$ cat config.mk
export PLATFORM = sky130hd
export DESIGN_NAME = ebc_back
export DESIGN_NICKNAME = d
export VERILOG_FILES = /design/src/hdl/ebc_pkg.sv /design/src/hdl/ebc_back.sv
export SDC_FILE = /design/constraint.sdc
export NUM_CORES = 2
export LEC_CHECK = 0
export BUFFER_PORTS_ARGS = -buffer_cell sky130_fd_sc_hd__buf_2
export CAP_MARGIN = 20
export CORE_MARGIN = 5
export CORE_UTILIZATION = 40
export CTS_CLUSTER_DIAMETER = 30
export CTS_CLUSTER_SIZE = 12
export DETAILED_ROUTE_END_ITERATION = 10
export PLACE_DENSITY_LB_ADDON = 0.12
export SLEW_MARGIN = 30
export SYNTH_ARGS = -nofsm -noshare
export SYNTH_HDL_FRONTEND = slang
export SYNTH_SLANG_ARGS = --single-unit
$ cat constraint.sdc
create_clock -name clk_i -period 10 [get_ports clk_i]
set_clock_uncertainty 0.15 [all_clocks]
set_input_delay 0.5 -clock clk_i [delete_from_list [all_inputs] [get_ports clk_i]]
set_output_delay 0.5 -clock clk_i [all_outputs]
set_load 0.01 [all_outputs]
$ cat src/hdl/ebc_pkg.sv
// ----------------------------------------------------------------------------
// ebc_pkg
// Shared types, constants and helpers of the ECG beat classifier.
// ----------------------------------------------------------------------------
package ebc_pkg;

  localparam int unsigned ENERGY_WINDOW = 20;
  localparam int unsigned DC_TAPS       = 5;
  localparam int unsigned DIV_STEPS     = 9;

  localparam int unsigned SAMPLE_W = 16;
  localparam int unsigned DC_W     = 32;
  localparam int unsigned HP_W     = 24;
  localparam int unsigned E_W      = 53;
  localparam int unsigned THR_W    = 61;
  localparam int unsigned CFG_W    = 16;
  localparam int unsigned CFG_AW   = 1;
  localparam int unsigned BEAT_W   = 16;

  localparam int unsigned EQ_DEPTH = 4;
  localparam int unsigned EQ_AW    = 2;

  localparam logic [15:0] DC_COEF = 16'd65208;

  localparam logic [CFG_W-1:0] GAIN_RST  = 16'd524;
  localparam logic [CFG_W-1:0] DECAY_RST = 16'd64225;

  typedef enum logic [CFG_AW-1:0] {
    REG_THR_GAIN  = 1'b0,
    REG_THR_DECAY = 1'b1
  } reg_idx_e;

  typedef struct packed {
    logic signed [SAMPLE_W-1:0] sample;
    logic                       is_qrs;
  } ebc_in_t;

  typedef struct packed {
    logic              beat_normal;
    logic [BEAT_W-1:0] beat_index;
  } ebc_out_t;

  typedef enum logic [3:0] {
    F_IDLE,
    F_MULDC,
    F_DC,
    F_MINMAX,
    F_DIVINIT,
    F_DIV,
    F_HP,
    F_SQ1,
    F_SQ2,
    F_ACC,
    F_PUSH
  } front_state_e;

  typedef enum logic [2:0] {
    B_IDLE,
    B_CMP,
    B_M1,
    B_M2,
    B_M3,
    B_M4,
    B_OUT
  } back_state_e;

  // radix-16 step of a divide by three: t < 48, returns {quotient digit, remainder}
  function automatic logic [5:0] div3_digit(input logic [5:0] t);
    logic [11:0] p;
    logic [3:0]  q;
    logic [5:0]  r;
    p = {6'b0, t} * 12'd43;
    q = p[10:7];
    r = t - ({2'b0, q} + {1'b0, q, 1'b0});
    return {q, r[1:0]};
  endfunction

endpackage

$ cat src/hdl/ebc_back.sv
// ----------------------------------------------------------------------------
// ebc_back
// Beat classifier: threshold compare and update, beat numbering, result word.
// ----------------------------------------------------------------------------
module ebc_back (
  input  logic                       clk_i,
  input  logic                       rst_ni,
  input  logic                       cfg_we_i,
  input  logic [ebc_pkg::CFG_AW-1:0] cfg_addr_i,
  input  logic [ebc_pkg::CFG_W-1:0]  cfg_data_i,
  input  logic                       eq_empty_i,
  input  logic [ebc_pkg::E_W-1:0]    eq_data_i,
  output logic                       eq_pop_o,
  output ebc_pkg::ebc_out_t          word_o,
  output logic                       empty_o,
  input  logic                       pop_i
);
  import ebc_pkg::*;

  back_state_e state_q, state_d;

  logic [CFG_W-1:0]  gain_q, decay_q;
  logic [THR_W-1:0]  thr_q;
  logic [BEAT_W-1:0] beat_q;
  logic [E_W-1:0]    e_q;
  logic              normal_q;
  logic [47:0]       prod_q;
  logic [61:0]       acc_q;
  ebc_out_t          out_q;
  logic              out_valid_q;

  logic [31:0]      mul_a;
  logic [CFG_W-1:0] mul_b;
  logic             out_load;

  assign word_o  = out_q;
  assign empty_o = !out_valid_q;

  always_comb begin
    mul_a = '0;
    mul_b = '0;
    case (state_q)
      B_CMP: begin
        mul_a = e_q[31:0];
        mul_b = gain_q;
      end
      B_M1: begin
        mul_a = {11'b0, e_q[E_W-1:32]};
        mul_b = gain_q;
      end
      B_M2: begin
        mul_a = thr_q[31:0];
        mul_b = decay_q;
      end
      B_M3: begin
        mul_a = {3'b0, thr_q[THR_W-1:32]};
        mul_b = decay_q;
      end
      default: ;
    endcase
  end

  always_comb begin
    state_d  = state_q;
    eq_pop_o = 1'b0;
    out_load = 1'b0;
    case (state_q)
      B_IDLE: begin
        if (!eq_empty_i) begin
          eq_pop_o = 1'b1;
          state_d  = B_CMP;
        end
      end
      B_CMP: state_d = B_M1;
      B_M1:  state_d = B_M2;
      B_M2:  state_d = B_M3;
      B_M3:  state_d = B_M4;
      B_M4:  state_d = B_OUT;
      B_OUT: begin
        if (!out_valid_q || pop_i) begin
          out_load = 1'b1;
          state_d  = B_IDLE;
        end
      end
      default: state_d = B_IDLE;
    endcase
  end

  always_ff @(posedge clk_i or negedge rst_ni) begin
    if (!rst_ni) begin
      state_q <= B_IDLE;
    end else begin
      state_q <= state_d;
    end
  end

  always_ff @(posedge clk_i or negedge rst_ni) begin
    if (!rst_ni) begin
      gain_q      <= GAIN_RST;
      decay_q     <= DECAY_RST;
      thr_q       <= '0;
      beat_q      <= '0;
      out_valid_q <= 1'b0;
    end else begin
      if (cfg_we_i) begin
        case (reg_idx_e'(cfg_addr_i))
          REG_THR_GAIN:  gain_q  <= cfg_data_i;
          REG_THR_DECAY: decay_q <= cfg_data_i;
          default: ;
        endcase
      end
      if (out_load) begin
        out_valid_q <= 1'b1;
        beat_q      <= beat_q + 1'b1;
        if (normal_q) thr_q <= acc_q[61] ? '1 : acc_q[THR_W-1:0];
      end else if (pop_i) begin
        out_valid_q <= 1'b0;
      end
    end
  end

  always_ff @(posedge clk_i) begin
    prod_q <= mul_a * mul_b;
    case (state_q)
      B_IDLE: e_q <= eq_data_i;
      B_CMP:  normal_q <= ({e_q, 8'b0} >= thr_q);
      B_M1:   acc_q <= {22'b0, prod_q[47:8]};
      B_M2:   acc_q <= acc_q + ({14'b0, prod_q} << 24);
      B_M3:   acc_q <= acc_q + {30'b0, prod_q[47:16]};
      B_M4:   acc_q <= acc_q + ({14'b0, prod_q} << 16);
      default: ;
    endcase
    if (out_load) begin
      out_q.beat_normal <= normal_q;
      out_q.beat_index  <= beat_q;
    end
  end

endmodule

# --- Word level (Yosys, flattened, before mapping) ---
# Index checks and enable logic that the tools add are counted.
word_totals:
  ff_bits: 294
  elab_cells: 51
  in_bits: 75
op_classes:
  eq_ne: 8
  bitwise_logic: 1
  order_cmp: 1
  mul: 1
  mux: 13
  add_sub_neg: 4
  reduce_logical: 11
ops:
  columns: ["op", "count"]
  rows:
  - ["case mux 62 bit (4 select lines)", 1]
  - ["case mux 32 bit (4 select lines)", 1]
  - ["adder 62 bit", 2]
  - ["adder 62 x 32 -> 62 bit", 1]
  - [">= comparator 61 bit", 1]
  - ["two-way mux 61 bit", 1]
  - ["multiplier 32 x 16 -> 48 bit", 1]
  - ["case mux 16 bit (2 select lines)", 1]
  - ["case mux 3 bit (7 select lines)", 1]
  - ["adder 16 x 1 -> 16 bit (second input constant)", 1]
  - ["equality test 3 bit (second input constant)", 3]
  - ["AND reduction 2 bit", 4]
  - ["equality test 3 x 2 -> 1 bit (second input constant)", 2]
  - ["two-way mux 1 bit", 6]
  - ["two-way mux 3 bit", 2]
  - ["inequality test 2 bit (second input constant)", 2]
  - ["nonzero test 4 bit", 1]
  - ["OR reduction 2 bit", 2]
  - ["equality test 3 x 1 -> 1 bit (second input constant)", 1]
  - ["zero test 3 bit", 1]
  - ["nonzero test 2 bit", 1]
  - ["zero test 1 bit", 1]
  - ["logical OR 1 bit", 1]
  - ["NOT 1 bit", 1]

# --- Longest topological paths before layout ---
logic_depth:
  depth_word: 5
  depth_mapped: 32
  depth_no_buf: 29

# --- Least setup slack after synthesis ---
# OpenSTA, ideal clock, no wires.
synth_path:
  path_kind: "reg2reg"
  start: "reg state_q[1]"
  end: "reg prod_q[40]"
  path_slack_ns: 2.067
  path_stages_with_launch: 29
  setup_ns: 0.125
  t_arrival_ns: 7.658
  t_required_ns: 9.725
  path_cell_list: "dfrtp_1 -> buf_1 -> nand2_1 -> nor2_1 -> clkbuf_1 -> a22o_1 -> a221oi_1 -> nor2_1 -> fa_1 -> inv_1 -> fa_1 -> fa_1 -> fa_1 -> inv_1 -> fa_1 -> inv_1 -> fa_1 -> inv_1 -> ha_1 -> nand4_1 -> nor4_1 -> nor3_1 -> a2111oi_0 -> or2_2 -> a2111oi_2 -> nor2_1 -> a31o_2 -> a21oi_1 -> xnor2_1"
synth_via:
  elab_chain_cells: 4
synth_rtl:
  columns: ["item", "line", "rtl"]
  rows:
  - ["start, declared", "ebc_back.sv:20", "back_state_e state_q, state_d;"]
  - ["start signal, assigned", "ebc_back.sv:93", "state_q <= state_d;"]
  - ["equality test 3 bit (tied with other cells)", "ebc_back.sv:42", "case (state_q)"]
  - ["OR reduction 2 bit (no source line)", null, null]
  - ["case mux 16 bit (2 select lines)", "ebc_back.sv:42", null]
  - ["multiplier 32 x 16 -> 48 bit (*)", "ebc_back.sv:123", "prod_q <= mul_a * mul_b;"]
  - ["end signal, assigned", "ebc_back.sv:123", null]
  - ["end, declared", "ebc_back.sv:27", "logic [47:0] prod_q;"]
# Every way passes the cells marked *; elsewhere a longest branch is shown, timed or not.
# A chain may end at the register's enable or synchronous reset.

# --- Worst setup path after layout ---
layout_path:
  start: "reg state_q[2]"
  end: "reg prod_q[40]"
# Same word-level chain as after synthesis.

==> metrics.txt <==
Tmin final=8.82 ns; synth top area cells=sky130_fd_sc_hd__fa_1, sky130_fd_sc_hd__edfxtp_1, sky130_fd_sc_hd__ha_1; FP Rows=108; Overall Global Routing Usage=27.0%; unrepaired setup endpoints after global routing=no; fraction of the yosys area taken by sequential cells=~22%; final-report hold violation count=0; number of slew-limit violations in the final report=0; Hold Crit Depth=2; Fin Setup TNS=0 ns; I/O Pins=94; via density per instance=5.60; PortBufs=93; R2R setup slack=between 1 and 1.5 ns; status=finished clean; final worst path period share=roughly nine tenths; clock insertion delay at the later pin of the skew report=between 0.6 and 0.7 ns; routed wire length=128000 um; half-perimeter wire length after detailed placement=~100000 um; cell type with the highest aggregate area in the netlist=sky130_fd_sc_hd__fa_1; post-synthesis instance area=35000 sq um; measured slew at the worst slew-check pin=0.941 ns; post-detailed-route count of antenna-violating nets=0; count of inserted antenna diode cells=0; fin nets=slightly below 5k; CP Max Fanout=38; vertical die dimension=around 310 um; CTS tree=yes; R2R cell count=26; number of warning messages in the yosys log=0; Pre-antenna DRT Iters=5; hold bufs inserted after CTS=69; Crit path arrival time=9.24 ns; layout cell share with drive strength beyond 1=roughly 10%; non-filler instance count after layout=5308; Avg Cell Area, Syn=8.95 sq um; CP startpoint kind=flip-flop; global-route wire length before repair=around 190000 um; maximum operating frequency=between 100 and 150 MHz; starting DRC count in detailed routing=2619; number of distinct standard cells referenced by the synthesized netlist=89; number of violations of the max-capacitance limit=0; Req. time, crit path=10.42 ns; total gr overflow=0; Initial Util=40.3%; count of clock tree sinks=294; final estimated routing congestion in global placement=~0.93; normalized max-slew margin=37.1%; Resize count post-CTS=0; Syn Nets=4700; total number of vias=about 30k; cts bufs inserted=80; Top FF cell, synth=sky130_fd_sc_hd__edfxtp_1; worst setup path class=reg -> reg; cell count after synthesis=roughly 3.9k; antenna violations before repair=4; total of endpoints with negative setup slack in the final report=0; master cell of the clock root buffer=sky130_fd_sc_hd__clkbuf_16; via count of the first global-routing pass=30.1k; share of flip-flops with an asynchronous set or reset=38.4%; die span in x=306 um; area share of the largest cell type after synthesis=24.1%; fillcell total=8485; Core Footprint=86900 sq um; clock transition at the registers of the reported paths=0.04 ns; number of flops mapped to enable cells by yosys=133; worst hold slack=between 0.02 and 0.03 ns; post-synthesis register bit count=a little under 300; drt drc=0; Die Outline Area=93600 sq um; class of the tightest hold or removal check=in -> reg; maximum number of pins on one net before global-route repair=56; clock tree buffer depth=3; H-tree levels=3; routed len/inst=24.1 um; count of buffers added by post-CTS timing repair for setup=0; number of cells after detailed placement=just over 5k; critical path endpoint category=flip-flop; area added between synthesis and finish=15.7%
[area by class of cell]
type / instances / area [sq um] / share of cell area [%]
flip-flops and latches: 294 / 7800 / 19.2
multi-input cells: 2923 / 24700 / 60.9
clock buffers: 101 / 2240 / 5.52
clock inverters: 46 / 500 / 1.24
repair buffers: 248 / 1820 / 4.50
well taps: 1155 / 1450 / 3.57
inverters: 541 / 2030 / 5.01
[placed cells by master (no fill, tap or decap), types with 18 or more instances in the layout]
| cell | instances |
|---|---|
| sky130_fd_sc_hd__a22oi_1 | 30 |
| sky130_fd_sc_hd__nand2_1 | 503 |
| sky130_fd_sc_hd__nor3_1 | 79 |
| sky130_fd_sc_hd__buf_2 | 92 |
| sky130_fd_sc_hd__buf_4 | 86 |
| sky130_fd_sc_hd__fa_1 | 421 |
| sky130_fd_sc_hd__xnor2_1 | 117 |
| sky130_fd_sc_hd__dlygate4sd3_1 | 69 |
| sky130_fd_sc_hd__a21oi_1 | 250 |
| sky130_fd_sc_hd__o21bai_1 | 29 |
| sky130_fd_sc_hd__a221oi_1 | 31 |
| sky130_fd_sc_hd__ha_1 | 288 |
| sky130_fd_sc_hd__nand3_1 | 39 |
| sky130_fd_sc_hd__o22ai_1 | 19 |
| sky130_fd_sc_hd__nor2_1 | 325 |
| sky130_fd_sc_hd__o21a_1 | 36 |
| sky130_fd_sc_hd__a211oi_1 | 23 |
| sky130_fd_sc_hd__clkbuf_16 | 84 |
| sky130_fd_sc_hd__and3_1 | 31 |
| sky130_fd_sc_hd__inv_1 | 541 |
| sky130_fd_sc_hd__a31oi_1 | 21 |
| sky130_fd_sc_hd__a21o_1 | 96 |
| sky130_fd_sc_hd__xor2_1 | 64 |
| sky130_fd_sc_hd__a221o_1 | 23 |
| sky130_fd_sc_hd__nand4_1 | 47 |
| sky130_fd_sc_hd__edfxtp_1 | 133 |
| sky130_fd_sc_hd__mux2_2 | 35 |
| sky130_fd_sc_hd__dfrtp_1 | 99 |
| sky130_fd_sc_hd__dfxtp_1 | 48 |
| sky130_fd_sc_hd__o21ai_0 | 155 |
| sky130_fd_sc_hd__o21ai_1 | 18 |
| sky130_fd_sc_hd__and2_1 | 33 |
[state kept, by name, summed over array words and instances, names as in the netlist]
register	flops
acc_q	62
beat_q	16
decay_q	16
e_q	53
gain_q	16
normal_q	1
out_valid_q	1
prod_q	48
state_q	3
thr_q	61
word_o	17
[per-layer routing]
layer	up-vias	track usage (%)	wire (um)
met1	14882	37.1	54900
met2	1085	44.0	59100
met3	218	3.79	8790
met4	0	9.37	5020
met5	-	0	0
li1	13532	-	-
[Yosys cell counts, types with 47 or more instances]
library cell,instances
sky130_fd_sc_hd__a21o_1,96
sky130_fd_sc_hd__xnor2_1,117
sky130_fd_sc_hd__nand2_1,506
sky130_fd_sc_hd__xor2_1,64
sky130_fd_sc_hd__o21ai_0,157
sky130_fd_sc_hd__nor2_1,331
sky130_fd_sc_hd__dfxtp_1,48
sky130_fd_sc_hd__ha_1,288
sky130_fd_sc_hd__nand4_1,47
sky130_fd_sc_hd__nor3_1,80
sky130_fd_sc_hd__inv_1,541
sky130_fd_sc_hd__clkbuf_1,139
sky130_fd_sc_hd__edfxtp_1,133
sky130_fd_sc_hd__a21oi_1,251
sky130_fd_sc_hd__dfrtp_1,100
sky130_fd_sc_hd__fa_1,421
[cell families (layout without fill, tap and decap cells)]
kind of cell | after synthesis | in the layout | share of synthesized area, %
buffers and inverters | 699 | 936 | 7.53
flip-flops | 294 | 294 | 22.3
AO/OA/AOI/OAI | 839 | 839 | 15.4
multiplexers | 50 | 50 | 1.55
adder cells (fa/ha/maj) | 709 | 709 | 34.3
XOR/XNOR | 181 | 181 | 4.53
AND/OR/NAND/NOR | 1144 | 1144 | 14.3
[per-stage QoR]
stage / util (%) / instance area [sq um] / setup slack (ns)
after global placement: 42.7 / 37100 / 1.18
after CTS: 46.6 / 40500 / 1.17
after detailed placement: 42.7 / 37100 / 1.20
after global routing: 46.6 / 40500 / 0.662
final: 46.6 / 40500 / 1.18
after floorplan: - / 35000 / 2.07
[worst max-delay path, cell delays in order (launching register included)]
cell	delay, ns
sky130_fd_sc_hd__dfrtp_2	0.49
sky130_fd_sc_hd__inv_1	0.29
sky130_fd_sc_hd__nand2_1	0.25
sky130_fd_sc_hd__nor2_2	0.23
sky130_fd_sc_hd__buf_4	0.42
sky130_fd_sc_hd__a221o_1	0.61
sky130_fd_sc_hd__nand2_1	0.17
sky130_fd_sc_hd__fa_1	0.58
sky130_fd_sc_hd__fa_1	0.44
sky130_fd_sc_hd__fa_1	0.49
sky130_fd_sc_hd__fa_1	0.49
sky130_fd_sc_hd__inv_1	0.05
sky130_fd_sc_hd__fa_1	0.54
sky130_fd_sc_hd__inv_1	0.07
sky130_fd_sc_hd__fa_1	0.53
sky130_fd_sc_hd__inv_1	0.04
sky130_fd_sc_hd__ha_1	0.37
sky130_fd_sc_hd__nand4_1	0.17
sky130_fd_sc_hd__nor4_1	0.07
sky130_fd_sc_hd__nor3_1	0.50
sky130_fd_sc_hd__a2111oi_0	0.18
sky130_fd_sc_hd__or2_2	0.41
sky130_fd_sc_hd__a2111oi_2	0.44
sky130_fd_sc_hd__nor2_1	0.16
sky130_fd_sc_hd__a31o_2	0.27
sky130_fd_sc_hd__a21oi_1	0.17
sky130_fd_sc_hd__xnor2_1	0.13
[worst paths after layout]
kind	startpoint	endpoint
min reg2reg	beat_q[15]$_DFFE_PN0P_	beat_q[15]$_DFFE_PN0P_
max	state_q[2]$_DFFE_PN0P_	prod_q[40]$_DFF_P_
min in group asynchronous	rst_ni	beat_q[10]$_DFFE_PN0P_
max reg2reg	state_q[2]$_DFFE_PN0P_	prod_q[40]$_DFF_P_
min	cfg_data_i[10]	gain_q[10]$_DFFE_PN0P_
max in group asynchronous	rst_ni	thr_q[29]$_DFFE_PN0P_
Power is left out: the tool's default activity adds up to more than one toggle a clock period on the data nets, which glitch-free logic cannot reach.
