`src/hdl/ebc_pkg.sv`:
```
// ----------------------------------------------------------------------------
// ebc_pkg
// Shared types, constants and helpers of the ECG beat classifier.
// ----------------------------------------------------------------------------
package ebc_pkg;

  localparam int unsigned ENERGY_WINDOW = 20;
  localparam int unsigned DC_TAPS       = 5;
  localparam int unsigned DIV_STEPS     = 9;

  localparam int unsigned SAMPLE_W = 16;
  localparam int unsigned DC_W     = 32;
  localparam int unsigned HP_W     = 24;
  localparam int unsigned E_W      = 53;
  localparam int unsigned THR_W    = 61;
  localparam int unsigned CFG_W    = 16;
  localparam int unsigned CFG_AW   = 1;
  localparam int unsigned BEAT_W   = 16;

  localparam int unsigned EQ_DEPTH = 4;
  localparam int unsigned EQ_AW    = 2;

  localparam logic [15:0] DC_COEF = 16'd65208;

  localparam logic [CFG_W-1:0] GAIN_RST  = 16'd524;
  localparam logic [CFG_W-1:0] DECAY_RST = 16'd64225;

  typedef enum logic [CFG_AW-1:0] {
    REG_THR_GAIN  = 1'b0,
    REG_THR_DECAY = 1'b1
  } reg_idx_e;

  typedef struct packed {
    logic signed [SAMPLE_W-1:0] sample;
    logic                       is_qrs;
  } ebc_in_t;

  typedef struct packed {
    logic              beat_normal;
    logic [BEAT_W-1:0] beat_index;
  } ebc_out_t;

  typedef enum logic [3:0] {
    F_IDLE,
    F_MULDC,
    F_DC,
    F_MINMAX,
    F_DIVINIT,
    F_DIV,
    F_HP,
    F_SQ1,
    F_SQ2,
    F_ACC,
    F_PUSH
  } front_state_e;

  typedef enum logic [2:0] {
    B_IDLE,
    B_CMP,
    B_M1,
    B_M2,
    B_M3,
    B_M4,
    B_OUT
  } back_state_e;

  // radix-16 step of a divide by three: t < 48, returns {quotient digit, remainder}
  function automatic logic [5:0] div3_digit(input logic [5:0] t);
    logic [11:0] p;
    logic [3:0]  q;
    logic [5:0]  r;
    p = {6'b0, t} * 12'd43;
    q = p[10:7];
    r = t - ({2'b0, q} + {1'b0, q, 1'b0});
    return {q, r[1:0]};
  endfunction

endpackage

```
`src/hdl/ebc_front.sv`:
```
// ----------------------------------------------------------------------------
// ebc_front
// Sample front end: dc blocker, median-type high pass, windowed energy.
// Pushes the energy of each flagged sample into the beat queue.
// ----------------------------------------------------------------------------
module ebc_front (
  input  logic                  clk_i,
  input  logic                  rst_ni,
  input  logic                  push_i,
  input  ebc_pkg::ebc_in_t      word_i,
  output logic                  full_o,
  output logic                  eq_push_o,
  output logic [ebc_pkg::E_W-1:0] eq_data_o,
  input  logic                  eq_full_i
);
  import ebc_pkg::*;

  front_state_e state_q, state_d;

  logic signed [SAMPLE_W-1:0] x_q;
  logic                       qrs_q;
  logic signed [SAMPLE_W-1:0] prev_q;
  logic signed [DC_W-1:0]     dc_hist_q [DC_TAPS];
  logic [2:0]                 warm_q;
  logic signed [HP_W-1:0]     hp_win_q [ENERGY_WINDOW];
  logic [E_W-1:0]             energy_q;
  logic signed [57:0]         prod_q;
  logic signed [DC_W-1:0]     min_q, max_q;
  logic signed [34:0]         tot_q;
  logic [35:0]                mag_q;
  logic                       neg_q;
  logic [1:0]                 rem_q;
  logic [35:0]                quo_q;
  logic [3:0]                 cnt_q;
  logic signed [HP_W-1:0]     hp_q;
  logic [47:0]                sqnew_q;

  logic signed [32:0] mul_a;
  logic signed [24:0] mul_b;

  logic signed [17:0] diff;
  logic signed [57:0] rnd_full;
  logic signed [41:0] rnd;
  logic signed [42:0] dc_sum;
  logic signed [DC_W-1:0] dc_new;
  logic signed [DC_W-1:0] mn, mx;
  logic signed [34:0] tot;
  logic signed [34:0] mid_sum;
  logic [34:0]        mid_mag;
  logic [5:0]         dstep;
  logic signed [33:0] mid;
  logic signed [34:0] hp_full;
  logic signed [HP_W-1:0] hp_new;

  // dc blocker
  always_comb begin
    diff     = {{2{x_q[15]}}, x_q} - {{2{prev_q[15]}}, prev_q};
    rnd_full = prod_q + 58'sd32768;
    rnd      = rnd_full[57:16];
    dc_sum   = {rnd[41], rnd} + {{17{diff[17]}}, diff, 8'b0};
    if (warm_q == 3'd0) begin
      dc_new = '0;
    end else if (dc_sum[42:31] == '0 || dc_sum[42:31] == '1) begin
      dc_new = dc_sum[31:0];
    end else begin
      dc_new = dc_sum[42] ? 32'sh8000_0000 : 32'sh7fff_ffff;
    end
  end

  // min, max and total of the five dc values
  always_comb begin
    mn  = dc_hist_q[0];
    mx  = dc_hist_q[0];
    tot = '0;
    for (int i = 0; i < DC_TAPS; i++) begin
      if (dc_hist_q[i] < mn) mn = dc_hist_q[i];
      if (dc_hist_q[i] > mx) mx = dc_hist_q[i];
      tot = tot + {{3{dc_hist_q[i][31]}}, dc_hist_q[i]};
    end
  end

  always_comb begin
    mid_sum = tot_q - {{3{min_q[31]}}, min_q} - {{3{max_q[31]}}, max_q};
    mid_mag = mid_sum[34] ? (~mid_sum + 35'sd1) : mid_sum;
    dstep   = div3_digit({rem_q, mag_q[35:32]});
    mid     = neg_q ? -$signed({1'b0, quo_q[32:0]}) : $signed({1'b0, quo_q[32:0]});
    hp_full = {{3{dc_hist_q[3][31]}}, dc_hist_q[3]} - {mid[33], mid};
    if (hp_full[34:23] == '0 || hp_full[34:23] == '1) begin
      hp_new = hp_full[23:0];
    end else begin
      hp_new = hp_full[34] ? 24'sh80_0000 : 24'sh7f_ffff;
    end
  end

  // shared multiplier operands
  always_comb begin
    mul_a = '0;
    mul_b = '0;
    case (state_q)
      F_MULDC: begin
        mul_a = {dc_hist_q[0][31], dc_hist_q[0]};
        mul_b = {9'b0, DC_COEF};
      end
      F_SQ1: begin
        mul_a = {{9{hp_q[23]}}, hp_q};
        mul_b = {hp_q[23], hp_q};
      end
      F_SQ2: begin
        mul_a = {{9{hp_win_q[ENERGY_WINDOW-1][23]}}, hp_win_q[ENERGY_WINDOW-1]};
        mul_b = {hp_win_q[ENERGY_WINDOW-1][23], hp_win_q[ENERGY_WINDOW-1]};
      end
      default: ;
    endcase
  end

  always_comb begin
    state_d   = state_q;
    full_o    = 1'b1;
    eq_push_o = 1'b0;
    eq_data_o = energy_q;
    case (state_q)
      F_IDLE: begin
        full_o = 1'b0;
        if (push_i) state_d = F_MULDC;
      end
      F_MULDC:   state_d = F_DC;
      F_DC:      state_d = (warm_q >= 3'd4) ? F_MINMAX : F_SQ1;
      F_MINMAX:  state_d = F_DIVINIT;
      F_DIVINIT: state_d = F_DIV;
      F_DIV: begin
        if (cnt_q == 4'(DIV_STEPS - 1)) state_d = F_HP;
      end
      F_HP:      state_d = F_SQ1;
      F_SQ1:     state_d = F_SQ2;
      F_SQ2:     state_d = F_ACC;
      F_ACC:     state_d = qrs_q ? F_PUSH : F_IDLE;
      F_PUSH: begin
        eq_push_o = !eq_full_i;
        if (!eq_full_i) state_d = F_IDLE;
      end
      default:   state_d = F_IDLE;
    endcase
  end

  always_ff @(posedge clk_i or negedge rst_ni) begin
    if (!rst_ni) begin
      state_q <= F_IDLE;
    end else begin
      state_q <= state_d;
    end
  end

  always_ff @(posedge clk_i or negedge rst_ni) begin
    if (!rst_ni) begin
      prev_q   <= '0;
      warm_q   <= '0;
      energy_q <= '0;
      for (int i = 0; i < DC_TAPS; i++) dc_hist_q[i] <= '0;
      for (int i = 0; i < ENERGY_WINDOW; i++) hp_win_q[i] <= '0;
    end else begin
      case (state_q)
        F_DC: begin
          for (int i = DC_TAPS - 1; i > 0; i--) dc_hist_q[i] <= dc_hist_q[i-1];
          dc_hist_q[0] <= dc_new;
          prev_q       <= x_q;
          if (warm_q < 3'(DC_TAPS)) warm_q <= warm_q + 3'd1;
        end
        F_ACC: begin
          for (int i = ENERGY_WINDOW - 1; i > 0; i--) hp_win_q[i] <= hp_win_q[i-1];
          hp_win_q[0] <= hp_q;
          energy_q    <= energy_q + {5'b0, sqnew_q} - {5'b0, prod_q[47:0]};
        end
        default: ;
      endcase
    end
  end

  always_ff @(posedge clk_i) begin
    prod_q <= mul_a * mul_b;
    case (state_q)
      F_IDLE: begin
        x_q   <= word_i.sample;
        qrs_q <= word_i.is_qrs;
      end
      F_DC: hp_q <= '0;
      F_MINMAX: begin
        min_q <= mn;
        max_q <= mx;
        tot_q <= tot;
      end
      F_DIVINIT: begin
        mag_q <= {1'b0, mid_mag};
        neg_q <= mid_sum[34];
        rem_q <= '0;
        quo_q <= '0;
        cnt_q <= '0;
      end
      F_DIV: begin
        mag_q <= {mag_q[31:0], 4'b0};
        quo_q <= {quo_q[31:0], dstep[5:2]};
        rem_q <= dstep[1:0];
        cnt_q <= cnt_q + 4'd1;
      end
      F_HP:  hp_q    <= hp_new;
      F_SQ2: sqnew_q <= prod_q[47:0];
      default: ;
    endcase
  end

endmodule

```
`config.mk`:
```
export PLATFORM = sky130hd
export DESIGN_NAME = ebc_front
export DESIGN_NICKNAME = d
export VERILOG_FILES = /design/src/hdl/ebc_pkg.sv /design/src/hdl/ebc_front.sv
export SDC_FILE = /design/constraint.sdc
export NUM_CORES = 2
export LEC_CHECK = 0
export ABC_CLOCK_PERIOD_IN_PS = 17500
export BUFFER_PORTS_ARGS = -buffer_cell sky130_fd_sc_hd__buf_2
export CORE_UTILIZATION = 30
export CTS_CLUSTER_DIAMETER = 100
export DETAILED_ROUTE_END_ITERATION = 12
export MAX_ROUTING_LAYER = met4
export PLACE_DENSITY_LB_ADDON = 0.25
export SKIP_LAST_GASP = 1
export SLEW_MARGIN = 20
export SYNTH_ARGS = -nofsm -noshare
export SYNTH_HDL_FRONTEND = slang
export SYNTH_SLANG_ARGS = --single-unit
```
`constraint.sdc`:
```
create_clock -name clk_i -period 17.5 [get_ports clk_i]
set_input_delay 0.875 -clock clk_i [delete_from_list [all_inputs] [get_ports clk_i]]
set_output_delay 0.875 -clock clk_i [all_outputs]
set_load 0.1 [all_outputs]
```
---- Word level (Yosys, flattened, before mapping) ----
Cells that the tools add are included.
storage, ports and cells
  register bits after elaboration ......... 1038
  output and inout bits ................... 55
  logic and storage cells ................. 130
operators by class
  $add $sub $neg .......................... 18
  multiply operators ...................... 2
  order comparisons ....................... 10
  equality and inequality tests ........... 16
  multiplexer cells ....................... 30
  bitwise gates (word level) .............. 1
  reductions and logical operators ........ 11
operators by type and width
  kind                    count
  $mux 32                 11
  $gt 32x32->1            4
  $lt 32x32->1            4
  $pmux 33 s3             1
  $pmux 25 s3             1
  $pmux 36 s2             1
  $sub 35x35->35          2
  $pmux 33 s2             1
  $add 58x17->58 const B  1
  $mul 33x25->58          1
  $add 53x48->53          1
  $sub 53x48->53          1
  $mux 24                 2
  $pmux 24 s2             1
  $pmux 4 s11             1
  $add 42x25->43          1
  $add 34x32->35          1
  $add 35x2->35 const B   1
  $add 35x35->35          1
  $mux 35                 1
  $not 35->35             1
  $sub 32x34->35          1
  $add 33x32->34          1
  $mux 34                 1
  other kinds (29)        46

---- Logic depth before layout (Yosys ltp) ----
  depth in word-level cells ............... 8
  mapped depth ............................ 56
  mapped depth without buffers ............ 51

---- Worst setup path after synthesis ----
OpenSTA, ideal clock, no wires.
  path kind ............................... flip-flop to flip-flop
  start point ............................. register dc_hist_q[159] (netlist name)
  end point ............................... register max_q[1] (data pin)
  library setup time ...................... 0.270 ns
  arrival time ............................ 10.651 ns
  data required time ...................... 17.230 ns
  path slack .............................. 6.579 ns
  stages on the path, launching flop included .. 53
  buffers on the path ..................... 6
  period minus slack after synthesis ...... 10.921 ns
  cell sequence ........................... dfrtp_1 -> inv_1 -> ha_1 -> buf_4 -> nand4_4 -> nor3_1 -> a221o_1 -> a21oi_1 -> mux2i_1 -> a21oi_1 -> clkbuf_1 -> buf_2 -> mux2i_1 -> ha_1 -> a21o_1 -> a21o_1 -> a2111oi_0 -> o21ai_0 -> [... 17 more ...] -> or2_2 -> a311oi_1 -> a211o_2 -> mux2i_1 -> ha_1 -> nor2b_1 -> o21a_1 -> o21a_1 -> o21a_1 -> o21a_1 -> o21a_1 -> o21a_1 -> o21ai_0 -> a21boi_0 -> o41a_1 -> o21ai_0 -> clkbuf_1 -> mux2i_1
between the ends
  longest elaborated chain between the ends .. 8
RTL lines
  item                  line              source
  from (decl)           ebc_front.sv:23   logic signed [DC_W-1:0] dc_hist_q [DC_TAPS];
  $gt 32x32->1          ebc_front.sv:77   if (dc_hist_q[i] > mx) mx = dc_hist_q[i];
  $mux 32 *             ebc_front.sv:77
  $gt 32x32->1          ebc_front.sv:77
  $mux 32 *             ebc_front.sv:77
  $gt 32x32->1          ebc_front.sv:77
  $mux 32 *             ebc_front.sv:77
  $gt 32x32->1          ebc_front.sv:77
  $mux 32 *             ebc_front.sv:77
  net mx[1]             ebc_front.sv:46   logic signed [DC_W-1:0] mn, mx;
  to (signal assigned)  ebc_front.sv:188  max_q <= mx;
  to (decl)             ebc_front.sv:28   logic signed [DC_W-1:0] min_q, max_q;
Mark *: on every way through the listed nets, which the timed path passes. The rest lies on a longest branch.
A chain may end at the register's enable or synchronous reset.

---- Worst setup path after layout ----
  start point ............................. register dc_hist_q[140] (netlist name)
  end point ............................... register min_q[8] (data pin)
between the ends
  longest elaborated chain between the ends .. 8
RTL lines
  item                  line              source
  $lt 32x32->1          ebc_front.sv:76   if (dc_hist_q[i] < mn) mn = dc_hist_q[i];
  $mux 32 *             ebc_front.sv:76
  $lt 32x32->1          ebc_front.sv:76
  $mux 32 *             ebc_front.sv:76
  $lt 32x32->1          ebc_front.sv:76
  $mux 32 *             ebc_front.sv:76
  $lt 32x32->1          ebc_front.sv:76
  $mux 32 *             ebc_front.sv:76
  net mn[8]             ebc_front.sv:46
  to (signal assigned)  ebc_front.sv:187  min_q <= mn;
  to (decl)             ebc_front.sv:28
Marked as above.

==> impl_metrics.json <==
{
  "antenna_left": 0,
  "max_freq_mhz": 70.41,
  "slowest_stage": "o31ai_1",
  "die-area_sq_um": 297800,
  "most-common-layout-cells": "nand2_1, inv_1, fa_1",
  "setup_violations": 0,
  "finalMaxSlewViolations": 0,
  "ys_ff_latch": 1038,
  "cap_viol_max_count": 0,
  "regArea_sq_um": 27010,
  "routedWlPerCell_um": 21.49,
  "core_area_sq_um": 294100,
  "critPathLaunchType": "flop",
  "end_kind": "flop",
  "drt_iter0_markers": 4546,
  "cts_resized": 0,
  "multiInputGateArea_sq_um": 55400,
  "die_w_um": 545.7,
  "cts_hold_buf": 1,
  "violations": "DRC",
  "final_common_cell": "nand2_1",
  "clock_sinks": 1038,
  "initial_core_util_pct": 30.16,
  "tightest_slew_ps": 1170,
  "drcViolationCount": 8,
  "area_delta_synth_final_pct": 11.51,
  "period_needed_ps": 14200,
  "drive_above_1_share_pct": 5.471,
  "gp_congestion": 0.9608,
  "cts_buffer_depth": 4,
  "crit_arrival_ps": 14820,
  "cts.clk_slew.worst_paths_ps": 60,
  "clock_latency_ps": 850,
  "grt_overflow": 0,
  "wl_um": 296500,
  "crit_type": "reg -> reg",
  "status": "finished, violations left",
  "antenna_found_initial": 12,
  "cts_setup_buffers": 0,
  "synth_edf_count": 264,
  "hold_class": "in -> reg",
  "root_buffer": "clkbuf_16",
  "ys_seq_area_share_pct": 30.45,
  "vias_per_cell": 4.886,
  "track_usage_pct": 20.60,
  "ys_types": 92,
  "synthesis.nets": 11384,
  "grt_pass1_vias": 69975,
  "critPathBufInv": 4,
  "dr.pass1.iters": 9,
  "numCtsBuffers": 146,
  "grt_max_degree": 177,
  "cpPeakStageDelay_ps": 910,
  "htreeDepth": 4,
  "yosys_warnings": 0,
  "die_h_um": 545.7,
  "hpwl_um": 228900,
  "finalHoldViolations": 0,
  "fin_nets": 11412,
  "async_flop_share_pct": 68.98,
  "finClkSkew_ps": 73.63,
  "critical_path.top_delay_family": "compound AO/OA/AOI/OAI gates",
  "grt_setup_unrepaired": "no",
  "pin_count": 76,
  "cp.required_ps": 18120,
  "avgSynthCellArea_sq_um": 9.107,
  "relSlewSlack_pct": 21.43,
  "num-fill-cells": 30260,
  "dr_total_vias": 67411,
  "finalCritPeriodShare_pct": 81.16,
  "crit_top_cell": "a21o_1",
  "cts_tree": "done",
  "final_core_util_pct": 33.63,
  "grt_pass1_wl_um": 449400,
  "synthCells": 9738,
  "portBuffers": 75,
  "crit_fanout": 62,
  "fin_tns_setup_ps": 0,
  "synth_ff_type": "dfrtp_1",
  "syn_area_sq_um": 88680,
  "num_rows": 199
}
==> kinds of logic (layout without fill, tap and decap cells) <==
group,Yosys count,count (layout),share of synthesized area [%]
flip-flops,1038,1038,30.45
adder cells (fa/ha/maj),1625,1625,31.43
buffers and inverters,1733,1866,7.373
AO/OA/AOI/OAI,1382,1382,9.660
XOR/XNOR,338,338,3.338
multiplexers,110,110,1.253
other,0,7,0
AND/OR/NAND/NOR,3512,3512,16.49
==> cells in the mapped netlist, drive strengths merged (102+ instances only) <==
| cell type | instances | area share (%) |
|---|---|---|
| nand2 | 2329 | 9.9 |
| mux2i | 102 | 1.2 |
| fa | 1005 | 23 |
| edfxtp | 264 | 8.9 |
| xor2 | 134 | 1.3 |
| ha | 620 | 8.7 |
| o21ai | 455 | 2.6 |
| xnor2 | 204 | 2.0 |
| dfrtp | 716 | 20 |
| nor2 | 556 | 2.4 |
| a21oi | 365 | 2.1 |
| clkbuf | 310 | 1.3 |
| nand3 | 109 | 0.62 |
| a21o | 136 | 1.2 |
| inv | 1376 | 5.8 |
==> worst paths after layout <==
check	from	endpoint	slack [ps]	depth (start not counted)
worst min register to register	hp_win_q[379]	hp_win_q[355]	440	2
max in group asynchronous	rst_ni	hp_win_q[244]	13090	6
min in group asynchronous	rst_ni	prev_q[11]	600	2
worst min-delay path	word_i[1]	x_q[0]	230	1
worst max-delay path	dc_hist_q[140]	min_q[8]	3300	50
worst max register to register	dc_hist_q[140]	min_q[8]	3300	50
==> layout make-up <==
class	count	area share, %
Multi-Input combinational cell	6967	56.02
Sequential cell	1038	27.31
Inverter	1390	5.276
Tap cell	3919	4.958
Clock buffer	197	4.221
Timing Repair Buffer	223	1.554
Clock inverter	56	0.6440
Antenna cell	7	0.01771
==> metrics by stage <==
stage | hold slack (ps) | cell area, sq um | worst slack (ps) | instances
global route | 181.8 | 98880 | 2511 | 13794
finish | 225.4 | 98890 | 3297 | 13797
global placement | 435.0 | 94040 | 3374 | 13536
CTS | 155.4 | 98870 | 3371 | 13790
detailed placement | 428.8 | 94050 | 3452 | 13536
floorplan | 414.8 | 88680 | 6579 | 9738
==> sequential cells by signal, indices dropped and copies added (netlist names), 2 cells and up <==
register   flops
hp_q          24
cnt_q          4
rem_q          2
x_q           16
min_q         32
hp_win_q     480
dc_hist_q    160
eq_data_o     53
sqnew_q       48
quo_q         33
prev_q        16
mag_q         36
prod_q        58
warm_q         3
state_q        4
max_q         32
tot_q         35
==> metal layers <==
| metal | global-route usage [%] | part of all wire, % | vias to the layer above |
|---|---|---|---|
| met4 | 7.667 | 4.2 | 0 |
| met5 | - | 0 | - |
| met3 | 3.108 | 5.3 | 493 |
| met2 | 32.45 | 46 | 1658 |
| met1 | 26.75 | 44 | 34012 |
| li1 | - | - | 31248 |
Power is not shown: default switching activity piles up to over one toggle a cycle in this logic, so the estimate is an artifact.
